<file path="src/rtl/rea_pkg.sv">
// Shared types, constants and saturating arithmetic for the radio energy accountant.
// No dependencies; imported by every module of the block.
package rea_pkg;

  // Field and register widths
  localparam int unsigned TIME_WIDTH_DEF = 48;
  localparam int unsigned ENERGY_WIDTH   = 64;
  localparam int unsigned EMAG_W         = ENERGY_WIDTH - 1;
  localparam int unsigned MODE_W         = 3;
  localparam int unsigned DUR_W          = 32;
  localparam int unsigned CUR_W          = 26;
  localparam int unsigned SUP_W          = 16;
  localparam int unsigned US16_W         = 16;
  localparam int unsigned CS_W           = CUR_W + SUP_W;
  localparam int unsigned CFG_IDX_W      = 3;
  localparam int unsigned CFG_DATA_W     = EMAG_W;
  localparam int unsigned OUT_FIELDS_W   = 3 * ENERGY_WIDTH + 4 * EMAG_W + 1;
  localparam int unsigned OUT_TDATA_W    = ((OUT_FIELDS_W + 7) / 8) * 8;

  // Energy is current * time * supply / FJ_DIVISOR
  localparam int unsigned FJ_DIVISOR     = 1000;

  // Register reset values
  localparam logic [SUP_W-1:0]  SUPPLY_RST     = SUP_W'(3000);
  localparam logic [CUR_W-1:0]  TX_CUR_RST     = CUR_W'(17400000);
  localparam logic [CUR_W-1:0]  RX_CUR_RST     = CUR_W'(19700000);
  localparam logic [CUR_W-1:0]  IDLE_CUR_RST   = CUR_W'(20000);
  localparam logic [CUR_W-1:0]  SLEEP_CUR_RST  = CUR_W'(1000);
  localparam logic [EMAG_W-1:0] INIT_ENERGY_RST = '0;
  localparam logic [US16_W-1:0] CCA_TIME_RST   = US16_W'(128);
  localparam logic [US16_W-1:0] MIN_GAP_RST    = US16_W'(70);

  typedef logic signed [ENERGY_WIDTH-1:0] energy_t;

  localparam energy_t ENERGY_MAX_C = {1'b0, {EMAG_W{1'b1}}};
  localparam energy_t ENERGY_MIN_C = {1'b1, {EMAG_W{1'b0}}};

  typedef enum logic [CFG_IDX_W-1:0] {
    CFG_SUPPLY_MV   = 3'd0,
    CFG_TX_CUR      = 3'd1,
    CFG_RX_CUR      = 3'd2,
    CFG_IDLE_CUR    = 3'd3,
    CFG_SLEEP_CUR   = 3'd4,
    CFG_INIT_ENERGY = 3'd5,
    CFG_CCA_TIME    = 3'd6,
    CFG_MIN_GAP     = 3'd7
  } cfg_idx_e;

  typedef enum logic [MODE_W-1:0] {
    MODE_TX          = 3'd0,
    MODE_RX          = 3'd1,
    MODE_CCA         = 3'd2,
    MODE_SLEEP_START = 3'd3,
    MODE_SLEEP_END   = 3'd4
  } mode_e;

  typedef enum logic [1:0] {
    CUR_TX,
    CUR_RX,
    CUR_IDLE,
    CUR_SLEEP
  } cur_sel_e;

  typedef enum logic [1:0] {
    TSEL_DUR,
    TSEL_SPAN,
    TSEL_CCA
  } time_sel_e;

  typedef enum logic [2:0] {
    CAT_TX,
    CAT_RX,
    CAT_CCA,
    CAT_IDLE,
    CAT_SLEEP
  } cat_e;

  typedef enum logic [2:0] {
    EU_IDLE,
    EU_CS,
    EU_MUL,
    EU_DIV,
    EU_DONE
  } eu_state_e;

  typedef enum logic [2:0] {
    SQ_IDLE,
    SQ_DIFF,
    SQ_SPAN,
    SQ_REQ,
    SQ_WAIT,
    SQ_CONSUME,
    SQ_OUT
  } sq_state_e;

  // One energy charge of an event
  typedef struct packed {
    logic      valid;
    cur_sel_e  cur;
    time_sel_e tsel;
    cat_e      cat;
    logic      sub;
    logic      last;
  } job_t;

  // Sequencer to ledger commands
  typedef struct packed {
    logic clear;
    logic apply;
    cat_e cat;
    logic sub;
    logic consume;
  } ledger_cmd_t;

  // Ledger totals seen by the output stage
  typedef struct packed {
    energy_t remaining;
    energy_t event_fj;
    energy_t tx;
    energy_t rx;
    energy_t cca;
    energy_t idle;
    energy_t sleep;
  } ledger_totals_t;

  // Signed add or subtract, clamped to the energy range
  function automatic energy_t sat_addsub(energy_t a, energy_t b, logic sub);
    logic [ENERGY_WIDTH:0] s;
    energy_t               r;
    if (sub) begin
      s = {a[ENERGY_WIDTH-1], a} - {b[ENERGY_WIDTH-1], b};
    end else begin
      s = {a[ENERGY_WIDTH-1], a} + {b[ENERGY_WIDTH-1], b};
    end
    if (s[ENERGY_WIDTH] != s[ENERGY_WIDTH-1]) begin
      r = s[ENERGY_WIDTH] ? ENERGY_MIN_C : ENERGY_MAX_C;
    end else begin
      r = s[ENERGY_WIDTH-1:0];
    end
    return r;
  endfunction

endpackage

</file>
<file path="src/rtl/rea_energy_unit.sv">
// Iterative energy unit: floor(current * supply * time / 1000), clamped to 63 bits.
// One shared multiplier forms current*supply, then the time product chunk by chunk;
// a radix-16 long division by 1000 follows. Depends on rea_pkg.
module rea_energy_unit #(
  parameter int unsigned TIME_WIDTH = rea_pkg::TIME_WIDTH_DEF
) (
  input  logic                       clk_i,
  input  logic                       rst_ni,
  input  logic                       start_i,
  input  logic [rea_pkg::CUR_W-1:0]  current_i,
  input  logic [rea_pkg::SUP_W-1:0]  supply_i,
  input  logic [TIME_WIDTH-1:0]      time_i,
  output logic                       done_o,
  output logic [rea_pkg::EMAG_W-1:0] energy_o
);
  import rea_pkg::*;

  localparam int unsigned NCH   = (TIME_WIDTH + SUP_W - 1) / SUP_W;
  localparam int unsigned TPAD  = NCH * SUP_W;
  localparam int unsigned PW    = CS_W + TPAD;
  localparam int unsigned DIG_W = 4;
  localparam int unsigned PDW   = ((PW + DIG_W - 1) / DIG_W) * DIG_W;
  localparam int unsigned ND    = PDW / DIG_W;
  localparam int unsigned CNT_W = $clog2(ND);
  localparam int unsigned MP_W  = CS_W + SUP_W;
  localparam int unsigned REM_W = $clog2(FJ_DIVISOR);
  localparam int unsigned V_W   = REM_W + DIG_W;

  eu_state_e          state_q, state_d;
  logic [CNT_W-1:0]   cnt_q, cnt_d;
  logic [CUR_W-1:0]   cur_q;
  logic [CS_W-1:0]    cs_q;
  logic [TPAD-1:0]    t_q;
  logic [PDW-1:0]     prod_q;
  logic [REM_W-1:0]   rem_q;
  logic [EMAG_W-1:0]  quot_q;
  logic               sat_q;

  logic [CS_W-1:0]    mul_a;
  logic [SUP_W-1:0]   mul_b;
  logic [MP_W-1:0]    mul_p;
  logic [V_W-1:0]     div_v;
  logic [DIG_W-1:0]   digit;
  logic [REM_W-1:0]   rem_n;

  // Shared multiplier: current*supply first, then one time chunk per cycle
  always_comb begin
    mul_a = cs_q;
    mul_b = t_q[TPAD-1 -: SUP_W];
    if (state_q == EU_CS) begin
      mul_a = CS_W'(cur_q);
      mul_b = supply_i;
    end
    mul_p = MP_W'(mul_a) * MP_W'(mul_b);
  end

  // One quotient digit by 1000 per cycle
  always_comb begin
    div_v = {rem_q, prod_q[PDW-1 -: DIG_W]};
    digit = '0;
    for (int k = 1; k < (1 << DIG_W); k++) begin
      if (div_v >= V_W'(k * FJ_DIVISOR)) begin
        digit = digit + DIG_W'(1);
      end
    end
    rem_n = REM_W'(div_v - V_W'(digit) * V_W'(FJ_DIVISOR));
  end

  // Sequence the phases
  always_comb begin
    state_d = state_q;
    cnt_d   = cnt_q;
    unique case (state_q)
      EU_IDLE: begin
        if (start_i) begin
          state_d = EU_CS;
        end
      end
      EU_CS: begin
        state_d = EU_MUL;
        cnt_d   = '0;
      end
      EU_MUL: begin
        if (cnt_q == CNT_W'(NCH - 1)) begin
          state_d = EU_DIV;
          cnt_d   = '0;
        end else begin
          cnt_d = cnt_q + CNT_W'(1);
        end
      end
      EU_DIV: begin
        if (cnt_q == CNT_W'(ND - 1)) begin
          state_d = EU_DONE;
        end else begin
          cnt_d = cnt_q + CNT_W'(1);
        end
      end
      EU_DONE: begin
        state_d = EU_IDLE;
      end
      default: begin
        state_d = EU_IDLE;
      end
    endcase
  end

  always_ff @(posedge clk_i or negedge rst_ni) begin
    if (!rst_ni) begin
      state_q <= EU_IDLE;
      cnt_q   <= '0;
    end else begin
      state_q <= state_d;
      cnt_q   <= cnt_d;
    end
  end

  // Datapath registers
  always_ff @(posedge clk_i) begin
    unique case (state_q)
      EU_IDLE: begin
        if (start_i) begin
          cur_q  <= current_i;
          t_q    <= TPAD'(time_i);
          prod_q <= '0;
          rem_q  <= '0;
          quot_q <= '0;
          sat_q  <= 1'b0;
        end
      end
      EU_CS: begin
        cs_q <= mul_p[CS_W-1:0];
      end
      EU_MUL: begin
        prod_q <= (prod_q << SUP_W) + PDW'(mul_p);
        t_q    <= t_q << SUP_W;
      end
      EU_DIV: begin
        prod_q <= prod_q << DIG_W;
        rem_q  <= rem_n;
        quot_q <= {quot_q[EMAG_W-DIG_W-1:0], digit};
        sat_q  <= sat_q | (|quot_q[EMAG_W-1 -: DIG_W]);
      end
      default: begin
      end
    endcase
  end

  assign done_o   = (state_q == EU_DONE);
  assign energy_o = sat_q ? {EMAG_W{1'b1}} : quot_q;

endmodule

</file>
<file path="src/rtl/rea_ledger.sv">
// Energy ledger: per-category totals, event energy and total consumption, all saturating.
// Driven by commands from the sequencer. Depends on rea_pkg.
module rea_ledger (
  input  logic                       clk_i,
  input  logic                       rst_ni,
  input  rea_pkg::ledger_cmd_t       cmd_i,
  input  logic [rea_pkg::EMAG_W-1:0] energy_i,
  input  logic [rea_pkg::EMAG_W-1:0] init_i,
  output rea_pkg::ledger_totals_t    totals_o
);
  import rea_pkg::*;

  energy_t tx_q, rx_q, cca_q, idle_q, sleep_q, cons_q, ev_q;
  energy_t e_ext, acc_sel, acc_new, ev_new, cons_new;

  // Select the category and form the clamped updates
  always_comb begin
    e_ext = {1'b0, energy_i};
    unique case (cmd_i.cat)
      CAT_TX:    acc_sel = tx_q;
      CAT_RX:    acc_sel = rx_q;
      CAT_CCA:   acc_sel = cca_q;
      CAT_IDLE:  acc_sel = idle_q;
      CAT_SLEEP: acc_sel = sleep_q;
      default:   acc_sel = '0;
    endcase
    acc_new  = sat_addsub(acc_sel, e_ext, cmd_i.sub);
    ev_new   = sat_addsub(ev_q, e_ext, cmd_i.sub);
    cons_new = sat_addsub(cons_q, ev_q, 1'b0);
  end

  always_ff @(posedge clk_i or negedge rst_ni) begin
    if (!rst_ni) begin
      tx_q    <= '0;
      rx_q    <= '0;
      cca_q   <= '0;
      idle_q  <= '0;
      sleep_q <= '0;
      cons_q  <= '0;
      ev_q    <= '0;
    end else begin
      // Open a new event, or charge one energy to it
      if (cmd_i.clear) begin
        ev_q <= '0;
      end else if (cmd_i.apply) begin
        ev_q <= ev_new;
        unique case (cmd_i.cat)
          CAT_TX:    tx_q    <= acc_new;
          CAT_RX:    rx_q    <= acc_new;
          CAT_CCA:   cca_q   <= acc_new;
          CAT_IDLE:  idle_q  <= acc_new;
          CAT_SLEEP: sleep_q <= acc_new;
          default: begin
          end
        endcase
      end
      // Fold the event into the consumption
      if (cmd_i.consume) begin
        cons_q <= cons_new;
      end
    end
  end

  always_comb begin
    totals_o.remaining = sat_addsub({1'b0, init_i}, cons_q, 1'b1);
    totals_o.event_fj  = ev_q;
    totals_o.tx        = tx_q;
    totals_o.rx        = rx_q;
    totals_o.cca       = cca_q;
    totals_o.idle      = idle_q;
    totals_o.sleep     = sleep_q;
  end

endmodule

</file>
<file path="src/rtl/radio_energy_accountant.sv">
// Radio energy accountant top level: stream ports, configuration registers, event sequencer.
// Each event takes k = 0..3 energy charges, each worked out by the energy unit in NCH
// multiply steps, NCH = ceil(TIME_WIDTH/16), then ND divide-by-1000 digit steps,
// ND = ceil((42 + 16*NCH)/4). One event at a time: the next is accepted in the cycle after
// the result loads, later while one waits.
// Reset (async, active low) clears state, loads defaults. Uses rea_pkg, energy unit, ledger.
module radio_energy_accountant #(
  parameter int unsigned TIME_WIDTH = rea_pkg::TIME_WIDTH_DEF
) (
  input  logic                           clk_i,
  input  logic                           rst_ni,
  // Input events
  input  logic                           s_axis_tvalid,
  output logic                           s_axis_tready,
  // Fields from bit 0: mode[3], now_us[TIME_WIDTH], duration_us[32], zero pad
  input  logic [((rea_pkg::MODE_W + TIME_WIDTH + rea_pkg::DUR_W + 7) / 8) * 8 - 1:0]
                                         s_axis_tdata,
  // Results
  output logic                           m_axis_tvalid,
  input  logic                           m_axis_tready,
  // Fields from bit 0: remaining_fj[64], event_fj[64], tx_total_fj[63], rx_total_fj[64],
  // cca_total_fj[63], idle_total_fj[63], sleep_total_fj[63], asleep[1], zero pad
  output logic [rea_pkg::OUT_TDATA_W-1:0] m_axis_tdata,
  // Configuration writes
  input  logic                           cfg_we_i,
  input  logic [rea_pkg::CFG_IDX_W-1:0]  cfg_idx_i,
  input  logic [rea_pkg::CFG_DATA_W-1:0] cfg_data_i
);
  import rea_pkg::*;

  // Configuration registers
  logic [SUP_W-1:0]  supply_q;
  logic [CUR_W-1:0]  tx_cur_q, rx_cur_q, idle_cur_q, sleep_cur_q;
  logic [EMAG_W-1:0] init_q;
  logic [US16_W-1:0] cca_time_q, min_gap_q;

  // Event and time state
  sq_state_e         state_q, state_d;
  logic [1:0]        step_q, step_d;
  logic [MODE_W-1:0] mode_q;
  logic [TIME_WIDTH-1:0] now_q, span_q, last_idle_q, sleep_start_q;
  logic [DUR_W-1:0]  dur_q;
  logic              sleep_flag_q;
  logic              m_valid_q;
  logic [OUT_TDATA_W-1:0] m_data_q;

  logic              take_in, take_diff, take_span, commit, load_out, eu_start;
  job_t              job;
  ledger_cmd_t       lcmd;
  ledger_totals_t    totals;
  logic [CUR_W-1:0]  eu_cur;
  logic [TIME_WIDTH-1:0] eu_time, span_base, span_extra, span_n;
  logic [TIME_WIDTH:0]   diff_w, sub_w;
  logic              eu_done;
  logic [EMAG_W-1:0] eu_energy;
  logic              is_sleep_mode;

  function automatic job_t mk_job(cur_sel_e cur, time_sel_e tsel, cat_e cat,
                                  logic sub, logic last);
    job_t j;
    j.valid = 1'b1;
    j.cur   = cur;
    j.tsel  = tsel;
    j.cat   = cat;
    j.sub   = sub;
    j.last  = last;
    return j;
  endfunction

  // Charges of each event kind, in the order the event energy is summed
  always_comb begin
    job = '0;
    unique case (mode_e'(mode_q))
      MODE_TX: begin
        unique case (step_q)
          2'd0:    job = mk_job(CUR_TX, TSEL_DUR, CAT_TX, 1'b0, 1'b0);
          2'd1:    job = mk_job(CUR_IDLE, TSEL_SPAN, CAT_IDLE, 1'b0, 1'b0);
          default: job = mk_job(CUR_RX, TSEL_DUR, CAT_RX, 1'b1, 1'b1);
        endcase
      end
      MODE_RX: begin
        if (step_q == 2'd0) begin
          job = mk_job(CUR_RX, TSEL_DUR, CAT_RX, 1'b0, 1'b0);
        end else begin
          job = mk_job(CUR_IDLE, TSEL_SPAN, CAT_IDLE, 1'b0, 1'b1);
        end
      end
      MODE_CCA: begin
        if (step_q == 2'd0) begin
          job = mk_job(CUR_RX, TSEL_CCA, CAT_CCA, 1'b0, 1'b0);
        end else begin
          job = mk_job(CUR_IDLE, TSEL_SPAN, CAT_IDLE, 1'b0, 1'b1);
        end
      end
      MODE_SLEEP_START: job = mk_job(CUR_IDLE, TSEL_SPAN, CAT_IDLE, 1'b0, 1'b1);
      MODE_SLEEP_END:   job = mk_job(CUR_SLEEP, TSEL_SPAN, CAT_SLEEP, 1'b0, 1'b1);
      default:          job = '0;
    endcase
  end

  // Span arithmetic: raw difference first, then duration and gap handling
  always_comb begin
    is_sleep_mode = (mode_q == MODE_SLEEP_START) || (mode_q == MODE_SLEEP_END);
    span_base  = (mode_q == MODE_SLEEP_END) ? sleep_start_q : last_idle_q;
    span_extra = ((mode_q == MODE_TX) || (mode_q == MODE_RX)) ? TIME_WIDTH'(dur_q) : '0;
    diff_w     = {1'b0, now_q} - {1'b0, span_base};
    sub_w      = {1'b0, span_q} - {1'b0, span_extra};
    if (sub_w[TIME_WIDTH] || (sub_w[TIME_WIDTH-1:0] == '0)) begin
      span_n = '0;
    end else begin
      span_n = sub_w[TIME_WIDTH-1:0];
    end
    if (is_sleep_mode && !(span_q > TIME_WIDTH'(min_gap_q))) begin
      span_n = '0;
    end
  end

  // Operand selection for the energy unit
  always_comb begin
    unique case (job.cur)
      CUR_TX:    eu_cur = tx_cur_q;
      CUR_RX:    eu_cur = rx_cur_q;
      CUR_IDLE:  eu_cur = idle_cur_q;
      CUR_SLEEP: eu_cur = sleep_cur_q;
      default:   eu_cur = '0;
    endcase
    unique case (job.tsel)
      TSEL_DUR:  eu_time = TIME_WIDTH'(dur_q);
      TSEL_SPAN: eu_time = span_q;
      TSEL_CCA:  eu_time = TIME_WIDTH'(cca_time_q);
      default:   eu_time = '0;
    endcase
  end

  // Event sequencer
  always_comb begin
    state_d       = state_q;
    step_d        = step_q;
    s_axis_tready = (state_q == SQ_IDLE);
    take_in       = 1'b0;
    take_diff     = 1'b0;
    take_span     = 1'b0;
    commit        = 1'b0;
    load_out      = 1'b0;
    eu_start      = 1'b0;
    lcmd          = '0;
    lcmd.cat      = job.cat;
    lcmd.sub      = job.sub;
    unique case (state_q)
      SQ_IDLE: begin
        if (s_axis_tvalid) begin
          take_in    = 1'b1;
          lcmd.clear = 1'b1;
          step_d     = '0;
          state_d    = SQ_DIFF;
        end
      end
      SQ_DIFF: begin
        take_diff = 1'b1;
        state_d   = SQ_SPAN;
      end
      SQ_SPAN: begin
        take_span = 1'b1;
        state_d   = job.valid ? SQ_REQ : SQ_CONSUME;
      end
      SQ_REQ: begin
        eu_start = 1'b1;
        state_d  = SQ_WAIT;
      end
      SQ_WAIT: begin
        if (eu_done) begin
          lcmd.apply = 1'b1;
          if (job.last) begin
            state_d = SQ_CONSUME;
          end else begin
            step_d  = step_q + 2'd1;
            state_d = SQ_REQ;
          end
        end
      end
      SQ_CONSUME: begin
        lcmd.consume = 1'b1;
        commit       = 1'b1;
        state_d      = SQ_OUT;
      end
      SQ_OUT: begin
        // Wait for the output register to free up
        if (!m_valid_q || m_axis_tready) begin
          load_out = 1'b1;
          state_d  = SQ_IDLE;
        end
      end
      default: begin
        state_d = SQ_IDLE;
      end
    endcase
  end

  always_ff @(posedge clk_i or negedge rst_ni) begin
    if (!rst_ni) begin
      state_q <= SQ_IDLE;
      step_q  <= '0;
    end else begin
      state_q <= state_d;
      step_q  <= step_d;
    end
  end

  // Configuration registers
  always_ff @(posedge clk_i or negedge rst_ni) begin
    if (!rst_ni) begin
      supply_q    <= SUPPLY_RST;
      tx_cur_q    <= TX_CUR_RST;
      rx_cur_q    <= RX_CUR_RST;
      idle_cur_q  <= IDLE_CUR_RST;
      sleep_cur_q <= SLEEP_CUR_RST;
      init_q      <= INIT_ENERGY_RST;
      cca_time_q  <= CCA_TIME_RST;
      min_gap_q   <= MIN_GAP_RST;
    end else if (cfg_we_i) begin
      unique case (cfg_idx_e'(cfg_idx_i))
        CFG_SUPPLY_MV:   supply_q    <= cfg_data_i[SUP_W-1:0];
        CFG_TX_CUR:      tx_cur_q    <= cfg_data_i[CUR_W-1:0];
        CFG_RX_CUR:      rx_cur_q    <= cfg_data_i[CUR_W-1:0];
        CFG_IDLE_CUR:    idle_cur_q  <= cfg_data_i[CUR_W-1:0];
        CFG_SLEEP_CUR:   sleep_cur_q <= cfg_data_i[CUR_W-1:0];
        CFG_INIT_ENERGY: init_q      <= cfg_data_i;
        CFG_CCA_TIME:    cca_time_q  <= cfg_data_i[US16_W-1:0];
        CFG_MIN_GAP:     min_gap_q   <= cfg_data_i[US16_W-1:0];
        default: begin
        end
      endcase
    end
  end

  // Capture the event and work out its span
  always_ff @(posedge clk_i) begin
    if (take_in) begin
      mode_q <= s_axis_tdata[MODE_W-1:0];
      now_q  <= s_axis_tdata[MODE_W +: TIME_WIDTH];
      dur_q  <= s_axis_tdata[MODE_W + TIME_WIDTH +: DUR_W];
    end
    if (take_diff) begin
      span_q <= diff_w[TIME_WIDTH] ? '0 : diff_w[TIME_WIDTH-1:0];
    end else if (take_span) begin
      span_q <= span_n;
    end
  end

  // Advance the time state once the event is booked
  always_ff @(posedge clk_i or negedge rst_ni) begin
    if (!rst_ni) begin
      last_idle_q   <= '0;
      sleep_start_q <= '0;
      sleep_flag_q  <= 1'b0;
    end else if (commit) begin
      unique case (mode_e'(mode_q))
        MODE_TX, MODE_RX: begin
          last_idle_q <= now_q;
        end
        MODE_SLEEP_START: begin
          sleep_start_q <= now_q;
          sleep_flag_q  <= 1'b1;
        end
        MODE_SLEEP_END: begin
          last_idle_q  <= now_q;
          sleep_flag_q <= 1'b0;
        end
        default: begin
        end
      endcase
    end
  end

  rea_energy_unit #(
    .TIME_WIDTH (TIME_WIDTH)
  ) u_energy (
    .clk_i     (clk_i),
    .rst_ni    (rst_ni),
    .start_i   (eu_start),
    .current_i (eu_cur),
    .supply_i  (supply_q),
    .time_i    (eu_time),
    .done_o    (eu_done),
    .energy_o  (eu_energy)
  );

  rea_ledger u_ledger (
    .clk_i    (clk_i),
    .rst_ni   (rst_ni),
    .cmd_i    (lcmd),
    .energy_i (eu_energy),
    .init_i   (init_q),
    .totals_o (totals)
  );

  // Output register: hold a result until the transaction completes
  always_ff @(posedge clk_i or negedge rst_ni) begin
    if (!rst_ni) begin
      m_valid_q <= 1'b0;
    end else if (load_out) begin
      m_valid_q <= 1'b1;
    end else if (m_axis_tready) begin
      m_valid_q <= 1'b0;
    end
  end

  always_ff @(posedge clk_i) begin
    if (load_out) begin
      m_data_q <= OUT_TDATA_W'({sleep_flag_q,
                                totals.sleep[EMAG_W-1:0],
                                totals.idle[EMAG_W-1:0],
                                totals.cca[EMAG_W-1:0],
                                totals.rx,
                                totals.tx[EMAG_W-1:0],
                                totals.event_fj,
                                totals.remaining});
    end
  end

  assign m_axis_tvalid = m_valid_q;
  assign m_axis_tdata  = m_data_q;

endmodule
</file>
<file path="config.mk">
export PLATFORM = sky130hd
export DESIGN_NAME = radio_energy_accountant
export DESIGN_NICKNAME = d
export VERILOG_FILES = /design/src/rtl/rea_pkg.sv /design/src/rtl/rea_energy_unit.sv /design/src/rtl/rea_ledger.sv /design/src/rtl/radio_energy_accountant.sv
export SDC_FILE = /design/constraint.sdc
export NUM_CORES = 2
export LEC_CHECK = 0
export ABC_AREA = 1
export BUFFER_PORTS_ARGS = -buffer_cell sky130_fd_sc_hd__buf_2
export CAP_MARGIN = 10
export CORE_UTILIZATION = 48
export DETAILED_ROUTE_END_ITERATION = 6
export HOLD_SLACK_MARGIN = 0.05
export PLACE_DENSITY = 0.66
export SLEW_MARGIN = 20
export SYNTH_ARGS = -nofsm -noshare
export SYNTH_HDL_FRONTEND = slang
export SYNTH_SLANG_ARGS = --single-unit
export TNS_END_PERCENT = 100
</file>
<file path="constraint.sdc">
create_clock -name clk_i -period 59.8 [get_ports clk_i]
set_input_delay 17.94 -clock clk_i [delete_from_list [all_inputs] [get_ports clk_i]]
set_output_delay 17.94 -clock clk_i [all_outputs]
set_load 0.03 [all_outputs]
</file>
==> flow_summary.json <==
{
  "status": "finished clean",
  "wirelength_um": 360500,
  "critPathKind": "in -> async",
  "setup_tns_ps": 0,
  "syn_area_um2": 111200,
  "cts-root-buf": "clkbuf_16",
  "hold_ws_ps": 463.7,
  "met2_length_um": 158300,
  "crit_chain": "buf_8 -> buf_12 -> buf_16 -> buf_4 -> buf_4 -> buf_4",
  "max_freq_mhz": 48.03,
  "globalplace.congestion": 0.9822,
  "layout-drive-gt1-share": 0.08899,
  "drc_errors": 0,
  "drt_pre_antenna_iters": 7,
  "grt_usage": 0.3061,
  "crit_path_top_delay_cell": "buf_4",
  "cts_buffers": 179,
  "clk_latency_ps": 890,
  "arrival_ps": 21700,
  "postCtsSetupBuffers": 0,
  "cts-resized-gates": 0,
  "vias": 93323,
  "grt_max_degree": 176,
  "place_area_um2": 117800,
  "yosysMostFrequentCell": "nand2_1",
  "cts_tree": "built",
  "drt-met1-wl_um": 156300,
  "core.rowCount": 176,
  "postSynth.asyncResetShare": 0.4743,
  "crit_path_end_kind": "async pin",
  "die_y_um": 483.4,
  "holdCritPathClass": "reg -> reg",
  "min_period_ps": 20820,
  "area_delta_synth_final_pct": 11.25,
  "synth_top_area_frac": 0.2316,
  "drtIter0Drc": 9352,
  "grt_pass1_vias": 89317,
  "cts_hold_buf": 0,
  "cts_buffer_depth": 3,
  "clock-sinks": 1632,
  "maxCapViolCount": 0,
  "syn_inst": 13218,
  "clk_pin_slew_ps": 60,
  "die_w_um": 483.4,
  "nets": 15034,
  "ys.flop_type": "edfxtp_1",
  "slew_headroom": 0.2308,
  "initial_core_util": 0.4833,
  "io_pins": 609,
  "skew_ps": 56.92,
  "ant_nets": 0,
  "worst_pin_slew_ps": 1151,
  "hpwl_um": 271600,
  "cp-start-kind": "primary input",
  "cpMostUsedCell": "buf_4",
  "rsz0062_at_grt": "false",
  "synth.largest_area_cell": "edfxtp_1",
  "viasPerCell": 5.510,
  "fill_cells": 21578,
  "crit_path_max_fanout": 127,
  "required_ps": 60680,
  "hold_viol_final": 0,
  "antenna_found_initial": 22,
  "synth_seq_cells": 1632,
  "grt-ovfl-total": 0,
  "design_area_um2": 123700,
  "period_share": 0.3482,
  "highest_layer": "met5",
  "synth_edf_count": 858,
  "syn_area_per_cell_um2": 8.415,
  "core_um2": 230100,
  "routedWlPerCell_um": 21.28,
  "yosysWarnings": 0,
  "setup_viol": 0,
  "routed-wl-met3_um": 28120,
  "synth_area_leaders": "edfxtp_1 23%, dfrtp_1 17%, nand2_1 12%",
  "dieArea_um2": 233700,
  "htreeDepth": 4,
  "synth.distinct_cells": 65,
  "drv_slew": 0,
  "synth_seq_area_share": 0.4062,
  "synth_commonest_cells": "3677 x nand2_1, 1949 x inv_1, 1056 x nor2_1",
  "grt_pass1_wl_um": 547500,
  "port_buffers": 600,
  "slowest_delay_ps": 790
}
stage by stage:
step	setup slack, ps	utilization	instances
6_report	38980	0.5377	16938
5_1_grt	38360	0.5377	16935
4_1_cts	38940	0.5374	16925
3_5_place_dp	38000	0.5117	16588
3_3_place_gp	38000	0.5117	16588
2_1_floorplan	22260	-	13220
cells by family (layout without fill, tap and decap cells):
| logic type | count (synthesis) | after routing | synth area share |
|---|---|---|---|
| AND/OR/NAND/NOR | 5392 | 5392 | 0.1930 |
| buffers and inverters | 2369 | 3050 | 0.08054 |
| AO/OA/AOI/OAI | 2156 | 2156 | 0.1108 |
| flip-flops | 1632 | 1632 | 0.4062 |
| adder cells (fa/ha/maj) | 1130 | 1130 | 0.1656 |
| XOR/XNOR | 454 | 454 | 0.03582 |
| multiplexers | 84 | 84 | 0.007976 |
| other | 1 | 14 | 0.00003371 |
registers in the layout, summed over array words and instances (netlist names), 63 cells and up:
| signal | flops |
|---|---|
| u_energy.quot_q | 63 |
| u_ledger.sleep_q | 64 |
| u_ledger.tx_q | 64 |
| u_ledger.cons_q | 64 |
| m_axis_tdata | 445 |
| u_ledger.rx_q | 64 |
| u_ledger.ev_q | 64 |
| init_q | 63 |
| u_ledger.idle_q | 64 |
| u_energy.prod_q | 92 |
| u_ledger.cca_q | 64 |
final cells by class:
class	count	area, um2	area share
multi-input cells	9219	57300	0.4631
flip-flops and latches	1632	45180	0.3651
inverters	1979	7432	0.06006
clock buffers	257	4974	0.04019
repair buffers	734	4105	0.03318
well taps	3026	3786	0.03060
clock inverters	80	935.9	0.007563
diodes	11	27.53	0.0002224
path summary, 6_finish.rpt:
check	slack, ps	cells past startpoint	start	end
hold / removal	460	0	u_ledger.cca_q[0]$_DFFE_PN0P_	m_axis_tdata[255]$_DFFE_PP_
hold reg to reg	460	0	u_ledger.cca_q[0]$_DFFE_PN0P_	m_axis_tdata[255]$_DFFE_PP_
setup reg to reg	46600	43	u_energy.state_q[2]$_DFFE_PN0P_	u_energy.prod_q[80]$_DFFE_PP_
min in group asynchronous	17030	1	rst_ni	u_ledger.sleep_q[22]$_DFFE_PN0P_
max in group clk_i	39600	6	m_axis_tready	m_axis_tdata[354]$_DFFE_PP_
setup / recovery	38980	6	rst_ni	sleep_start_q[23]$_DFFE_PN0P_
placed cells by master, fill, tap and decap left out, types with 153 or more instances in the layout:
master and count:
inv_1 1943, clkbuf_16 180, ha_1 560, nand2_1 3669, nand3_1 268, xnor2_1 195
dfrtp_1 737, o21ai_0 740, buf_2 599, a21oi_1 717, edfxtp_1 858, nor2_1 1043
nand4_1 153, xor2_1 258, fa_1 570, a31oi_1 188
per-layer routing:
layer	global-route usage	vias to the layer above
li1	-	43821
met4	0.1398	6
met3	0.04344	600
met5	0	-
met2	0.4650	3920
met1	0.4335	44976
critical path: cells and delay by family:
kind / cells / cell delay, ps
buffers and inverters: 6 / 3490
Power is left out: the tool's default activity adds up to more than one toggle a clock period on the data nets, which glitch-free logic cannot reach.
